**config.mk**
```make
export PLATFORM = sky130hd
export DESIGN_NAME = bitmap_store_engine_unit_flat
export DESIGN_NICKNAME = d
export VERILOG_FILES = /design/src/hw/rtl/bse_pkg.sv /design/src/hw/rtl/bse_in_if.sv /design/src/hw/rtl/bse_out_if.sv /design/src/hw/rtl/bse_datapath.sv /design/src/hw/rtl/bse_ctrl.sv /design/src/hw/rtl/bitmap_store_engine_unit.sv /design/src/flat_wrapper.sv
export VERILOG_INCLUDE_DIRS = /design/src /design/src/hw/rtl
export SDC_FILE = /design/constraint.sdc
export NUM_CORES = 2
export LEC_CHECK = 0
export BUFFER_PORTS_ARGS = -buffer_cell sky130_fd_sc_hd__buf_4
export CAP_MARGIN = 20
export CORE_ASPECT_RATIO = 1.4
export CORE_MARGIN = 4
export CORE_UTILIZATION = 40
export CTS_CLUSTER_SIZE = 28
export DETAILED_ROUTE_END_ITERATION = 8
export SLEW_MARGIN = 20
export SYNTH_ARGS = -nofsm -noshare
export SYNTH_HDL_FRONTEND = slang
export SYNTH_SLANG_ARGS = --single-unit
```
**constraint.sdc**
```tcl
create_clock -name clk -period 90.3 [get_ports clk]
set_clock_uncertainty 0.15 [all_clocks]
set_input_delay 13.545 -clock clk [delete_from_list [all_inputs] [get_ports clk]]
set_output_delay 13.545 -clock clk [all_outputs]
set_load 0.005 [all_outputs]
```
**src/hw/rtl/assert_macros.svh**
```systemverilog
// shared assertion macros, sampled on the rising edge of clk and off during rst
`ifndef ASSERT_MACROS_SVH
`define ASSERT_MACROS_SVH

// property must hold at every enabled edge
`define ASSERT_CLK(label, prop, msg) \
  label: assert property (@(posedge clk) disable iff (rst) prop) else $error(msg);

// condition must never be seen
`define ASSERT_NEVER(label, cond, msg) \
  label: assert property (@(posedge clk) disable iff (rst) !(cond)) else $error(msg);

`endif

```
**src/hw/rtl/bse_pkg.sv**
```systemverilog
package bse_pkg;

  // field widths
  localparam int OP_W       = 3;
  localparam int BIT_IDX_W  = 12;
  localparam int BYTE_IDX_W = 9;
  localparam int BYTE_CNT_W = 4;
  localparam int BIT_CNT_W  = 7;
  localparam int SIZE_W     = 13;
  localparam int DATA_W     = 8;
  localparam int FILLED_W   = 4;

  // byte address register, wide enough for a run that steps past the store
  localparam int ADDR_W = BYTE_IDX_W + 1;

  localparam int STORE_BITS_DEF = 4096;
  localparam int MAX_RUN_BYTES  = 8;

  typedef enum logic [OP_W-1:0] {
    OP_SET,
    OP_CLEAR,
    OP_WRITE,
    OP_TEST,
    OP_TAS,
    OP_READ,
    OP_READ_NEG,
    OP_EXTRACT
  } bse_op_t;

  typedef enum logic [3:0] {
    ST_CLEAR,
    ST_IDLE,
    ST_START,
    ST_BIT_MOD,
    ST_RUN_RD,
    ST_RUN_OUT,
    ST_X_NEXT,
    ST_X_OUT,
    ST_EMPTY
  } bse_state_t;

  // controller to datapath
  typedef struct packed {
    logic ready;
    logic rd_en;
    logic adv;
    logic prev_ld;
    logic bit_wr;
    logic emit;
    logic emit_empty;
    logic clr_start;
    logic clr_wr;
  } bse_cmd_t;

  // datapath to controller
  typedef struct packed {
    logic accepted;
    logic bit_op;
    logic extract;
    logic empty;
    logic last_byte;
    logic out_free;
    logic clr_done;
  } bse_status_t;

endpackage

```
**src/hw/rtl/bse_in_if.sv**
```systemverilog
interface bse_in_if import bse_pkg::*; ();
  logic                  valid;
  logic                  ready;
  logic [OP_W-1:0]       op;
  logic [BIT_IDX_W-1:0]  bit_index;
  logic                  bit_value;
  logic [BYTE_IDX_W-1:0] byte_index;
  logic [BYTE_CNT_W-1:0] byte_count;
  logic [BIT_CNT_W-1:0]  bit_count;

  modport source (
    output valid, op, bit_index, bit_value, byte_index, byte_count, bit_count,
    input  ready
  );

  modport sink (
    input  valid, op, bit_index, bit_value, byte_index, byte_count, bit_count,
    output ready
  );
endinterface

```
**src/hw/rtl/bse_out_if.sv**
```systemverilog
interface bse_out_if import bse_pkg::*; ();
  logic                valid;
  logic                ready;
  logic [DATA_W-1:0]   data_byte;
  logic                flag;
  logic [FILLED_W-1:0] bytes_filled;
  logic                last;

  modport source (
    output valid, data_byte, flag, bytes_filled, last,
    input  ready
  );

  modport sink (
    input  valid, data_byte, flag, bytes_filled, last,
    output ready
  );
endinterface

```
**src/hw/rtl/bse_datapath.sv**
```systemverilog
`include "assert_macros.svh"

module bse_datapath import bse_pkg::*; #(
  parameter int STORE_BITS = STORE_BITS_DEF
) (
  input  logic              clk,
  input  logic              rst,
  input  logic              cfg_we,
  input  logic [SIZE_W-1:0] cfg_wdata,
  bse_in_if.sink            item,
  bse_out_if.source         result,
  input  bse_cmd_t          cmd,
  output bse_status_t       st
);

  localparam int STORE_BYTES = (STORE_BITS + 7) / 8;
  localparam int MW          = (STORE_BYTES > 1) ? $clog2(STORE_BYTES) : 1;
  localparam int SIZE_MAX    = (1 << SIZE_W) - 1;
  localparam int SIZE_RST    = (STORE_BITS > SIZE_MAX) ? SIZE_MAX : STORE_BITS;
  localparam int CAP_W       = SIZE_W - 2;
  localparam logic [BYTE_CNT_W-1:0] MAX_CNT  = BYTE_CNT_W'(MAX_RUN_BYTES);
  localparam logic [BIT_CNT_W-1:0]  MAX_BITS = BIT_CNT_W'(MAX_RUN_BYTES * 8);

  logic [SIZE_W-1:0]    size;
  logic [DATA_W-1:0]    mem [STORE_BYTES];
  logic [MW-1:0]        clr_addr;
  logic                 clr_done;

  // item held while it runs
  bse_op_t              op;
  logic                 bval;
  logic [2:0]           pos;
  logic                 in_range;
  logic [ADDR_W-1:0]    addr;
  logic [FILLED_W-1:0]  n_q;
  logic [FILLED_W-1:0]  cnt;
  logic [BIT_CNT_W-1:0] bits_q;
  logic [DATA_W-1:0]    rd_q;
  logic [DATA_W-1:0]    prev;

  // output register
  logic                 out_valid;
  logic [DATA_W-1:0]    out_data;
  logic                 out_flag;
  logic [FILLED_W-1:0]  out_filled;
  logic                 out_last;
  logic                 out_free;

  // decode at accept
  logic                 load;
  bse_op_t              op_in;
  logic                 is_run;
  logic [CAP_W-1:0]     cap;
  logic [CAP_W-1:0]     run_room;
  logic [BYTE_CNT_W-1:0] want_b;
  logic [BYTE_CNT_W-1:0] run_n;
  logic                 hit;
  logic [SIZE_W-1:0]    x_room;
  logic [BIT_CNT_W-1:0] want_x;
  logic [BIT_CNT_W-1:0] x_bits;
  logic [FILLED_W-1:0]  x_n;

  // per-word datapath
  logic                 in_mem;
  logic [MW-1:0]        mem_idx;
  logic                 bit_op;
  logic [DATA_W-1:0]    bit_mask;
  logic                 cur;
  logic [DATA_W-1:0]    new_byte;
  logic                 bit_flag;
  logic                 bit_wr_en;
  logic [2*DATA_W-1:0]  pair;
  logic [DATA_W-1:0]    rem;
  logic [DATA_W-1:0]    x_mask;
  logic [DATA_W-1:0]    x_byte;
  logic [DATA_W-1:0]    run_byte;
  logic                 last_byte;

  assign item.ready = cmd.ready;
  assign load       = item.valid && cmd.ready;
  assign op_in      = bse_op_t'(item.op);
  assign is_run     = (op_in == OP_READ) || (op_in == OP_READ_NEG);

  // byte run clipping
  assign cap      = CAP_W'(({1'b0, size} + (SIZE_W + 1)'(7)) >> 3);
  assign run_room = cap - CAP_W'(item.byte_index);
  assign want_b   = (item.byte_count > MAX_CNT) ? MAX_CNT : item.byte_count;
  always_comb begin
    run_n = '0;
    if (CAP_W'(item.byte_index) < cap) begin
      run_n = (run_room > CAP_W'(want_b)) ? want_b : run_room[BYTE_CNT_W-1:0];
    end
  end

  // bit run clipping
  assign hit    = SIZE_W'(item.bit_index) < size;
  assign x_room = size - SIZE_W'(item.bit_index);
  assign want_x = (item.bit_count > MAX_BITS) ? MAX_BITS : item.bit_count;
  always_comb begin
    x_bits = '0;
    if (hit) begin
      x_bits = (x_room > SIZE_W'(want_x)) ? want_x : x_room[BIT_CNT_W-1:0];
    end
  end
  assign x_n = FILLED_W'(({1'b0, x_bits} + (BIT_CNT_W + 1)'(7)) >> 3);

  // size register
  always_ff @(posedge clk) begin
    if (rst) begin
      size <= SIZE_W'(SIZE_RST);
    end else if (cfg_we) begin
      if (32'(cfg_wdata) > STORE_BITS) begin
        size <= SIZE_W'(SIZE_RST);
      end else begin
        size <= cfg_wdata;
      end
    end
  end

  // item registers and run counters
  always_ff @(posedge clk) begin
    if (load) begin
      op       <= op_in;
      bval     <= item.bit_value;
      pos      <= item.bit_index[2:0];
      in_range <= hit;
      addr     <= is_run ? ADDR_W'(item.byte_index)
                         : ADDR_W'(item.bit_index[BIT_IDX_W-1:3]);
      n_q      <= (op_in == OP_EXTRACT) ? x_n : FILLED_W'(run_n);
      bits_q   <= x_bits;
      cnt      <= '0;
    end else begin
      if (cmd.adv) begin
        addr <= addr + ADDR_W'(1);
      end
      if (cmd.emit) begin
        cnt <= cnt + FILLED_W'(1);
      end
    end
  end

  // clearing pass counter
  assign clr_done = clr_addr == MW'(STORE_BYTES - 1);
  always_ff @(posedge clk) begin
    if (rst) begin
      clr_addr <= '0;
    end else if (cmd.clr_start) begin
      clr_addr <= '0;
    end else if (cmd.clr_wr && !clr_done) begin
      clr_addr <= clr_addr + MW'(1);
    end
  end

  assign in_mem  = 32'(addr) < STORE_BYTES;
  assign mem_idx = MW'(addr);

  // bit read-modify-write
  assign bit_op   = op <= OP_TAS;
  assign bit_mask = DATA_W'(1) << pos;
  assign cur      = rd_q[pos];
  always_comb begin
    case (op)
      OP_SET:   new_byte = rd_q | bit_mask;
      OP_CLEAR: new_byte = rd_q & ~bit_mask;
      OP_WRITE: new_byte = bval ? (rd_q | bit_mask) : (rd_q & ~bit_mask);
      OP_TAS:   new_byte = rd_q | bit_mask;
      default:  new_byte = rd_q;
    endcase
  end
  assign bit_flag  = in_range && (((op == OP_TEST) && cur) || ((op == OP_TAS) && !cur));
  assign bit_wr_en = cmd.bit_wr && in_range && in_mem && (op != OP_TEST);

  // byte store, one port
  always_ff @(posedge clk) begin
    if (cmd.clr_wr) begin
      mem[clr_addr] <= '0;
    end else if (bit_wr_en) begin
      mem[mem_idx] <= new_byte;
    end
  end

  always_ff @(posedge clk) begin
    if (cmd.rd_en) begin
      rd_q <= in_mem ? mem[mem_idx] : '0;
    end
  end

  always_ff @(posedge clk) begin
    if (cmd.prev_ld) begin
      prev <= rd_q;
    end
  end

  // unaligned extract: two neighbor bytes shifted down, negated, tail masked
  assign pair   = {rd_q, prev} >> pos;
  assign rem    = DATA_W'(bits_q) - {1'b0, cnt, 3'b000};
  assign x_mask = (rem >= DATA_W'(8)) ? '1 : (DATA_W'('1) >> (~rem[2:0] + 3'd1));
  assign x_byte = ~pair[DATA_W-1:0] & x_mask;

  assign run_byte  = (op == OP_READ_NEG) ? ~rd_q : rd_q;
  assign last_byte = (cnt + FILLED_W'(1)) == n_q;

  // output register
  assign out_free = !out_valid || result.ready;
  always_ff @(posedge clk) begin
    if (rst) begin
      out_valid <= 1'b0;
    end else if (cmd.emit) begin
      out_valid <= 1'b1;
    end else if (result.ready) begin
      out_valid <= 1'b0;
    end
  end

  always_ff @(posedge clk) begin
    if (cmd.emit) begin
      if (cmd.emit_empty) begin
        out_data   <= '0;
        out_flag   <= 1'b0;
        out_filled <= '0;
        out_last   <= 1'b1;
      end else if (bit_op) begin
        out_data   <= '0;
        out_flag   <= bit_flag;
        out_filled <= '0;
        out_last   <= 1'b1;
      end else begin
        out_data   <= (op == OP_EXTRACT) ? x_byte : run_byte;
        out_flag   <= 1'b0;
        out_filled <= n_q;
        out_last   <= last_byte;
      end
    end
  end

  assign result.valid        = out_valid;
  assign result.data_byte    = out_data;
  assign result.flag         = out_flag;
  assign result.bytes_filled = out_filled;
  assign result.last         = out_last;

  // status back to the controller
  assign st.accepted  = load;
  assign st.bit_op    = bit_op;
  assign st.extract   = op == OP_EXTRACT;
  assign st.empty     = n_q == '0;
  assign st.last_byte = last_byte;
  assign st.out_free  = out_free;
  assign st.clr_done  = clr_done;

  `ASSERT_CLK(a_emit_free, cmd.emit |-> out_free, "word loaded over an untaken result")
  `ASSERT_CLK(a_emit_cnt, cmd.emit && !cmd.emit_empty && !bit_op |-> cnt < n_q, "run overran count")
  `ASSERT_NEVER(a_wr_excl, cmd.clr_wr && bit_wr_en, "clear and bit write in one cycle")

endmodule

```
**src/hw/rtl/bse_ctrl.sv**
```systemverilog
`include "assert_macros.svh"

module bse_ctrl import bse_pkg::*; (
  input  logic        clk,
  input  logic        rst,
  input  logic        cfg_we,
  input  bse_status_t st,
  output bse_cmd_t    cmd
);

  bse_state_t state;
  bse_state_t state_next;

  always_ff @(posedge clk) begin
    if (rst) begin
      state <= ST_CLEAR;
    end else begin
      state <= state_next;
    end
  end

  // next state
  always_comb begin
    state_next = state;
    case (state)
      ST_CLEAR: begin
        if (st.clr_done) state_next = ST_IDLE;
      end
      ST_IDLE: begin
        if (st.accepted) state_next = ST_START;
      end
      ST_START: begin
        if (st.bit_op) state_next = ST_BIT_MOD;
        else if (st.empty) state_next = ST_EMPTY;
        else if (st.extract) state_next = ST_X_NEXT;
        else state_next = ST_RUN_OUT;
      end
      ST_BIT_MOD: begin
        if (st.out_free) state_next = ST_IDLE;
      end
      ST_RUN_RD: begin
        state_next = ST_RUN_OUT;
      end
      ST_RUN_OUT: begin
        if (st.out_free) state_next = st.last_byte ? ST_IDLE : ST_RUN_RD;
      end
      ST_X_NEXT: begin
        state_next = ST_X_OUT;
      end
      ST_X_OUT: begin
        if (st.out_free) state_next = st.last_byte ? ST_IDLE : ST_X_NEXT;
      end
      ST_EMPTY: begin
        if (st.out_free) state_next = ST_IDLE;
      end
      default: begin
        state_next = ST_CLEAR;
      end
    endcase
    // a size write restarts the clearing pass
    if (cfg_we) state_next = ST_CLEAR;
  end

  // outputs
  always_comb begin
    cmd           = '0;
    cmd.clr_start = cfg_we;
    case (state)
      ST_CLEAR: begin
        cmd.clr_wr = !cfg_we;
      end
      ST_IDLE: begin
        cmd.ready = !cfg_we;
      end
      ST_START: begin
        cmd.rd_en = !st.bit_op && st.empty ? 1'b0 : 1'b1;
        cmd.adv   = !st.bit_op && !st.empty;
      end
      ST_BIT_MOD: begin
        cmd.bit_wr = st.out_free;
        cmd.emit   = st.out_free;
      end
      ST_RUN_RD: begin
        cmd.rd_en = 1'b1;
        cmd.adv   = 1'b1;
      end
      ST_RUN_OUT: begin
        cmd.emit = st.out_free;
      end
      ST_X_NEXT: begin
        cmd.rd_en   = 1'b1;
        cmd.adv     = 1'b1;
        cmd.prev_ld = 1'b1;
      end
      ST_X_OUT: begin
        cmd.emit = st.out_free;
      end
      ST_EMPTY: begin
        cmd.emit       = st.out_free;
        cmd.emit_empty = st.out_free;
      end
      default: begin
        cmd.clr_wr = 1'b0;
      end
    endcase
  end

  `ASSERT_CLK(a_cfg_blocks, cfg_we |=> !cmd.ready, "item taken during clearing pass")
  `ASSERT_CLK(a_one_item, st.accepted |=> !cmd.ready, "second item taken while busy")

endmodule

```
**src/hw/rtl/bitmap_store_engine_unit.sv**
```systemverilog
// bit ops and empty runs give one word each; a bit op word follows its store read
// byte runs: each byte is read, then emitted (single-port byte store), and a word
// waits while the last result is not taken; extracts read one byte ahead of the
// word they emit; no new item is taken until the last word of an item is emitted
// rst (and every size write) starts a clearing pass over all STORE_BITS/8 bytes,
// 512 by default, during which no item is taken; size resets to STORE_BITS
module bitmap_store_engine_unit import bse_pkg::*; #(
  parameter int STORE_BITS = STORE_BITS_DEF
) (
  input  logic              clk,
  input  logic              rst,
  input  logic              cfg_we,
  input  logic [SIZE_W-1:0] cfg_wdata,
  bse_in_if.sink            item,
  bse_out_if.source         result
);

  bse_cmd_t    cmd;
  bse_status_t st;

  bse_ctrl u_ctrl (
    .clk    (clk),
    .rst    (rst),
    .cfg_we (cfg_we),
    .st     (st),
    .cmd    (cmd)
  );

  bse_datapath #(
    .STORE_BITS (STORE_BITS)
  ) u_datapath (
    .clk       (clk),
    .rst       (rst),
    .cfg_we    (cfg_we),
    .cfg_wdata (cfg_wdata),
    .item      (item),
    .result    (result),
    .cmd       (cmd),
    .st        (st)
  );

endmodule

```
**src/flat_wrapper.sv**
```systemverilog
// flat-port wrapper written by rule: the top's interface ports become plain ports
module bitmap_store_engine_unit_flat import bse_pkg::*;
#(
  parameter int STORE_BITS = STORE_BITS_DEF
)
  (clk, rst, cfg_we, cfg_wdata, item_valid, item_op, item_bit_index, item_bit_value, item_byte_index, item_byte_count, item_bit_count, item_ready, result_valid, result_data_byte, result_flag, result_bytes_filled, result_last, result_ready);
  bse_in_if item_i ();
  bse_out_if result_i ();
  input  logic clk;
  input  logic rst;
  input  logic cfg_we;
  input  logic [SIZE_W-1:0] cfg_wdata;
  input wire logic [$bits(item_i.valid)-1:0] item_valid;
  input wire logic [$bits(item_i.op)-1:0] item_op;
  input wire logic [$bits(item_i.bit_index)-1:0] item_bit_index;
  input wire logic [$bits(item_i.bit_value)-1:0] item_bit_value;
  input wire logic [$bits(item_i.byte_index)-1:0] item_byte_index;
  input wire logic [$bits(item_i.byte_count)-1:0] item_byte_count;
  input wire logic [$bits(item_i.bit_count)-1:0] item_bit_count;
  output wire logic [$bits(item_i.ready)-1:0] item_ready;
  output wire logic [$bits(result_i.valid)-1:0] result_valid;
  output wire logic [$bits(result_i.data_byte)-1:0] result_data_byte;
  output wire logic [$bits(result_i.flag)-1:0] result_flag;
  output wire logic [$bits(result_i.bytes_filled)-1:0] result_bytes_filled;
  output wire logic [$bits(result_i.last)-1:0] result_last;
  input wire logic [$bits(result_i.ready)-1:0] result_ready;
  assign item_i.valid = item_valid;
  assign item_i.op = item_op;
  assign item_i.bit_index = item_bit_index;
  assign item_i.bit_value = item_bit_value;
  assign item_i.byte_index = item_byte_index;
  assign item_i.byte_count = item_byte_count;
  assign item_i.bit_count = item_bit_count;
  assign item_ready = item_i.ready;
  assign result_valid = result_i.valid;
  assign result_data_byte = result_i.data_byte;
  assign result_flag = result_i.flag;
  assign result_bytes_filled = result_i.bytes_filled;
  assign result_last = result_i.last;
  assign result_i.ready = result_ready;
  bitmap_store_engine_unit #(.STORE_BITS(STORE_BITS)) u_core (.clk(clk), .rst(rst), .cfg_we(cfg_we), .cfg_wdata(cfg_wdata), .item(item_i), .result(result_i));
endmodule
```
## Yosys cells after proc, flatten, opt, wreduce, memory -nomap -nowiden

Memories as Yosys holds them, arrays and structs flattened. A register that Yosys moved wholly into a read port is not among the register bits.
Index checks and enable logic that the tools add are counted.

| word-level totals | value |
|---|---|
| register bits | 82 |
| latch bits | 0 |
| RAM bits | 4096 |
| ROM bits | 0 |
| input bits | 54 |
| output and inout bits | 16 |
| word-level logic and storage cells | 155 |
| memories | 1 |

| cells by class | value |
|---|---|
| add/subtract/negate cells | 9 |
| multiply operators | 0 |
| divide/modulo/power cells | 0 |
| order comparisons | 11 |
| equality and inequality tests | 25 |
| shift operators | 3 |
| multiplexer cells | 47 |
| bitwise operators | 8 |
| reduce and logical (&&, ||, !) cells | 34 |

Memory list:

| memory | words | bits a word | rd ports | clocked after Yosys merged registers in | write ports | line | source |
|---|---|---|---|---|---|---|---|
| u_core.u_datapath.mem | 512 | 8 | 1 | 1 | 1 | bse_datapath.sv:25 | `logic [DATA_W-1:0] mem [STORE_BYTES];` |

Operators with widths:

| kind | count |
|---|---|
| $mux W4 | 11 |
| $mux W8 | 5 |
| $pmux W4 S8 | 1 |
| $not A8 Y8 | 3 |
| $pmux W8 S3 | 1 |
| $mux W7 | 3 |
| $mux W10 | 2 |
| $eq A3 B3 Y1 const B | 6 |
| $mux W9 | 2 |
| $and A8 B8 Y8 | 2 |
| $eq A4 B3 Y1 const B | 4 |
| $mux W1 | 16 |
| $shr A16 B3 Y8 | 1 |
| $add A13 B3 Y14 const B | 1 |
| $gt A13 B13 Y1 const B | 1 |
| $gt A13 B7 Y1 | 1 |
| $lt A12 B13 Y1 | 1 |
| $mux W13 | 1 |
| $sub A13 B12 Y13 | 1 |
| $reduce_or A2 Y1 | 6 |
| $gt A11 B4 Y1 | 1 |
| $lt A9 B11 Y1 | 1 |
| $sub A11 B9 Y11 | 1 |
| $add A10 B1 Y10 const B | 1 |
| other kinds (39) | 64 |

## Depth between registers and ports, before layout

| logic depth | value |
|---|---|
| depth in word-level cells | 11 |
| depth in mapped cells | 18 |
| mapped depth without buffers | 17 |

## Hierarchy

Synthesis repeated with hierarchy kept, for this count alone.

| second synthesis, totals | value |
|---|---|
| cell total of the unflattened synthesis | 8373 |
| area total of the unflattened synthesis | 165232.2 sq um |

Modules (own cells, without submodules):

| module | times used | cells an instance | area each (sq um) | sequential area each (sq um) |
|---|---|---|---|---|
| bse_datapath | 1 | 8309 | 164764.3 | 125310.2 |
| bse_ctrl | 1 | 64 | 467.9 | 80.1 |

## Worst setup path after synthesis

OpenSTA, ideal clock, no wires.

| path | value |
|---|---|
| path type | in2reg |
| from | input result_ready |
| to | memory u_core.u_datapath.mem[0][6] (data pin) |
| setup time | 4.642 ns |
| data arrival time | 35.502 ns |
| required time | 85.508 ns |
| setup slack | 50.007 ns |
| cell stages on the path | 4 |
| path buffers | 1 |
| cells stage by stage | nand2b_1 nand4_1 clkbuf_1 a311oi_1 |

| between the ends | value |
|---|---|
| longest elaborated chain between the ends | 10 |

RTL lines:

| what | line | source |
|---|---|---|
| start: declaration | flat_wrapper.sv:26 | `input wire logic [$bits(result_i.ready)-1:0] result_ready;` |
| $logic_or A1 B1 Y1 | bse_datapath.sv:204 | `assign out_free = !out_valid \|\| result.ready;` |
| $mux W1 | bse_ctrl.sv:68 | `case (state)` |
| $logic_and A1 B1 Y1 (3 in series) | bse_datapath.sv:171 | `assign bit_wr_en = cmd.bit_wr && in_range && in_mem && (op != OP_TEST);` |
| $mux W1 | bse_datapath.sv:177 | `end else if (bit_wr_en) begin` |
| $mux W1 | bse_datapath.sv:175 | `if (cmd.clr_wr) begin` |
| $mux W1 (not written as such) | bse_datapath.sv:178 | `mem[mem_idx] <= new_byte;` |
| $reduce_or A8 Y1 (no source line) | -- |  |
| $mux W8 (no source line) | -- |  |
| end: declaration | bse_datapath.sv:25 |  |

Every way passes these cells.

## Final worst setup path

| path | value |
|---|---|
| from | input cfg_we |
| to | output item_ready |

| between the ends | value |
|---|---|
| longest elaborated chain between the ends | 2 |

RTL lines:

| what | line | source |
|---|---|---|
| start: declaration | flat_wrapper.sv:11 | `input logic cfg_we;` |
| $logic_not A1 Y1 | bse_ctrl.sv:73 | `cmd.ready = !cfg_we;` |
| $mux W1 | bse_ctrl.sv:68 |  |
| end: declaration | flat_wrapper.sv:20 | `output wire logic [$bits(item_i.ready)-1:0] item_ready;` |

Every way passes these cells.

==> out/summary.md <==
The static leakage power was 65.8 nW; the routed length per placed instance was 30.7 um. The most numerous cell in the Yosys netlist was edfxtp_1. Fraction of the yosys area taken by sequential cells: 0.761.

Setup violations remaining at the end of the flow were counted as 0. The initial core utilization came out at 0.402. Setup repair after global routing left no endpoint under its margin. Total design power: 3.74 mW. Sorting the synthesized cells by how often they occur yields edfxtp_1, mux4_2, nor2_1, nand2_1, clkbuf_1. The biggest area consumer among synthesized cells was edfxtp_1.

The die covers 422000 sq um. The met1 track utilization from global routing is 0.244, and the distinct cell type count after synthesis is 75. The fraction of synthesized cell area taken by the top area cell type is 0.757. Max-cap violations in this run came to 0. The mapped netlist covers 165000 sq um. The prevailing post-synth register cell was edfxtp_1.

The first detailed-routing pass took 5 iterations. The congestion estimate from routability-driven global placement came to 0.863. Final cell utilization of the core: 0.449.

The tools report the count of non-filler cells in the finished layout as 13600. During synthesis, Yosys emitted a total of 0 warnings. The synthesized-area fraction occupied by ao, oa, aoi and oai cells is 0.0229.

The adder and majority cell fraction of the synthesized area was 0.00377; the number of cell instances on the worst register-to-register path was 12. The kind of cell with the highest combined delay along the critical path is simple AND/OR/NAND/NOR gates. The detailed router placed 78300 vias in this run. Timing analysis after detailed placement gives a worst setup slack of 62.37 ns.

The routed design could run at a clock period as short as 27.96 ns. For the clock latency reported for the late side of the worst-skew pair, the log shows 0.96 ns. The logs give 0.175 for the worst max-slew margin expressed relative to the limit and 34400 for the final-layout fill cell count.

The register-to-register setup slack came out at 81.38 ns. TritonCTS built the clock tree. The tools report the number of antenna-violating nets in the routed design as 0. The category of the critical setup timing path is input port to output pin. Post-CTS resize count: 0. In this run the critical register-to-register path is captured at u_core.u_datapath.rd_q[2]. The tools report the data arrival time at the worst-slack endpoint as 14.26 ns.

The tools report the cell at the root of the clock tree as clkbuf_16. Power spread over the standard cell area amounts to 20.3 nW/um^2. After synthesis, the largest family of logic cells by area is multiplexers. During placement, the flow inserted port buffers numbering 69. The via count of the first global-routing pass is 81100, and the number of flops mapped to enable cells by yosys is 4155.

The kind of start point of the critical path was an input port. From left edge to right edge, the die measures 550 um. The clock input transition at the sequential cells of the worst setup and hold paths was 0.06 ns; the final standard cell area without fillers was 184000 sq um. The gate count of the mapped netlist is 7684. The worst hold path begins at u_core.u_ctrl.state[1].

The logs give 7940 for the post-layout net count and 0 ns for the total negative slack for setup checks. The H-tree generated during clock tree synthesis spans 5 levels. The tools report the startpoint of the worst-slack reg-to-reg timing path as u_core.u_datapath.addr[0].

Instance area at placement: 171000 sq um. The run gives 418000 um as the overall routed net length. The largest net degree at the start of global routing is 225, and the overall die height is 767 um.

The share of cells above drive strength 1 was 0.250; the fraction of met2 tracks used by global routing was 0.338. The floorplan core area was 410000 sq um; the post-synthesis register bit count was 4186. The nature of the critical path endpoint is an output pin. The number of antenna violations at the first check in global routing is 11, and the global-route wire length before repair is 597000 um. The tools report the row count as 278.

Cell with the biggest individual delay on the critical path: and3_1. The flow ran to the end, and the final reports show no timing, DRC or antenna violations. The share of flip-flops with an asynchronous set or reset is 0, and the number of clock buffers inserted by TritonCTS is 379. The share of cell area taken by muxes after synthesis is 0.167, and the overall routing resource usage is 0.195. In this run, post-CTS hold repair placed 0 buffers. 70 I/O pins were placed. Class of the most critical hold timing path: flop to flop.

The xor/xnor share of the synthesized area was 0.00276. The run gives 0 as the total congestion overflow after global routing. The worst endpoint required time is 76.61 ns, and the number of nets in the synthesized netlist is 7785. Number of clock sinks: 4186. In the routed layout, each cell is associated on average with a via count of 5.76.

The global routing stage identified its most utilized layer as met2. At the pin with the least slew margin, the transition time is 1.24 ns. Static timing analysis puts the maximum clock frequency at 35.8 MHz.

Hold violation count in the final report: 0. For this run, design rule violations remaining after detail routing come to 0. The clock passes through at most 4 buffers. In this run, placement finished with an instance count of 12900. The buffer and inverter count on the worst path was 2; the total setup buffers inserted after CTS was 0. The post-synthesis area per instance was 21.4 sq um; the largest driver fanout on the critical path was 7. The tools report the met3 routing resource usage after global routing as 0.0337.

The number of pins exceeding their max-slew limit in the final report is 0. Walking the worst path, the cells encountered are buf_4 -> nor2_1 -> and3_1 -> buf_4. The share of the cycle needed by the critical path after routing was 0.310; the final hold slack was 0.435 ns. The area growth from synthesis to layout is 11.6%. Counting instances, the worst hold path has a depth of 2. The endpoint with the worst hold slack is u_core.u_ctrl.state[1]. Delay of the slowest cell on the worst path: 0.25 ns. Yosys attributes the largest share of cell area to edfxtp_1, mux4_2, nor2_1, a22oi_1, nand2_1. VDD sags by at most 0.0166 mV. The minimum setup slack in the final design was 62.34 ns. After legalization and detailed placement, the total HPWL measured 250000 um. Counting stages on the worst path, the most repeated cell is buf_4. Fraction of the mapped netlist area in simple logic gates: 0.0266. In this run, the number of DRC markers left after iteration 0 of detailed routing was 8621.
flip-flops by register name, summed over array words and instances (netlist names):
name / count
u_core.u_datapath.result.bytes_filled: 4
u_core.u_datapath.clr_addr: 9
u_core.u_datapath.size: 13
u_core.u_datapath.rd_q: 8
u_core.u_datapath.bval: 1
u_core.u_datapath.cnt: 4
u_core.u_datapath.result.data_byte: 8
u_core.u_datapath.mem: 4096
u_core.u_datapath.n_q: 4
u_core.u_datapath.in_range: 1
u_core.u_datapath.bits_q: 7
u_core.u_datapath.result.flag: 1
u_core.u_datapath.addr: 10
u_core.u_datapath.op: 3
u_core.u_datapath.result.valid: 1
u_core.u_ctrl.state: 4
u_core.u_datapath.prev: 8
u_core.u_datapath.pos: 3
u_core.u_datapath.result.last: 1
routing by layer:
layer | share of wire | wire [um] | up-vias
met1 | 0.37 | 155000 | 42200
li1 | - | - | 32400
met3 | 0.070 | 29400 | 661
met4 | 0.042 | 17600 | 2
met5 | 0.000031 | 13 | -
met2 | 0.52 | 217000 | 3061
logic make-up (layout without fill, tap and decap cells):
logic type,count (synthesis),count (layout)
flip-flops,4186,4186
multiplexers,1271,1271
AND/OR/NAND/NOR,1054,1054
AO/OA/AOI/OAI,559,559
buffers and inverters,514,976
XOR/XNOR,52,52
adder cells (fa/ha/maj),48,48
other,0,7
power breakdown:
part	total, mW	switching, mW	internal, mW
sequential	2.10	0.000817	2.10
clock	1.62	0.715	0.903
combinational	0.0196	0.0120	0.00764
total	3.74	0.728	3.01
layout by cell type, fill, tap and decap left out, drive strengths merged, types with 28 or more instances in the layout:
cell | synthesis | routed
o21ai | 88 | 88
dfxtp | 31 | 31
clkinv | 2 | 171
nor2b | 28 | 28
clkbuf | 214 | 444
nor2 | 638 | 638
a22oi | 131 | 131
buf | 236 | 224
mux4 | 1183 | 1183
bufinv | 0 | 38
mux2i | 75 | 75
inv | 62 | 71
clkinvlp | 0 | 28
a211oi | 33 | 33
nand3 | 66 | 66
a21oi | 118 | 118
xnor2 | 32 | 32
nand2 | 222 | 222
edfxtp | 4155 | 4155
ha | 44 | 44
layout make-up:
cell class,instances,area (sq um),area share
flip-flops and latches,4186,125000,0.682
multi-input cells,2984,37100,0.202
clock buffers,444,9980,0.0543
well taps,5460,6830,0.0372
clock inverters,244,2350,0.0128
repair buffers,224,1900,0.0103
inverters,64,250,0.00136
diodes,7,17.5,0.0000953
worst max-delay path by stage:
stage                      start                          end  slack [ns]  cells after the start
finish                    cfg_we                   item_ready       62.34                      4
global route              cfg_we                   item_ready       62.31                      4
CTS                       cfg_we                   item_ready       62.36                      4
detailed placement        cfg_we                   item_ready       62.37                      4
global placement          cfg_we                   item_ready       62.34                      4
floorplan           result_ready  u_core.u_datapath.mem[0][6]       50.01                      4
worst register-to-register path, stage by stage (launching register included):
cell and delay (ns):
edfxtp_1 0.33, buf_4 0.47, buf_4 0.77, buf_4 0.83, buf_4 0.89, buf_4 0.89
buf_6 0.72, buf_4 0.76, mux4_2 0.70, mux4_2 0.53, mux4_2 0.61, o22ai_1 0.63
a211oi_1 0.29
(Power assumes the default switching activity.)
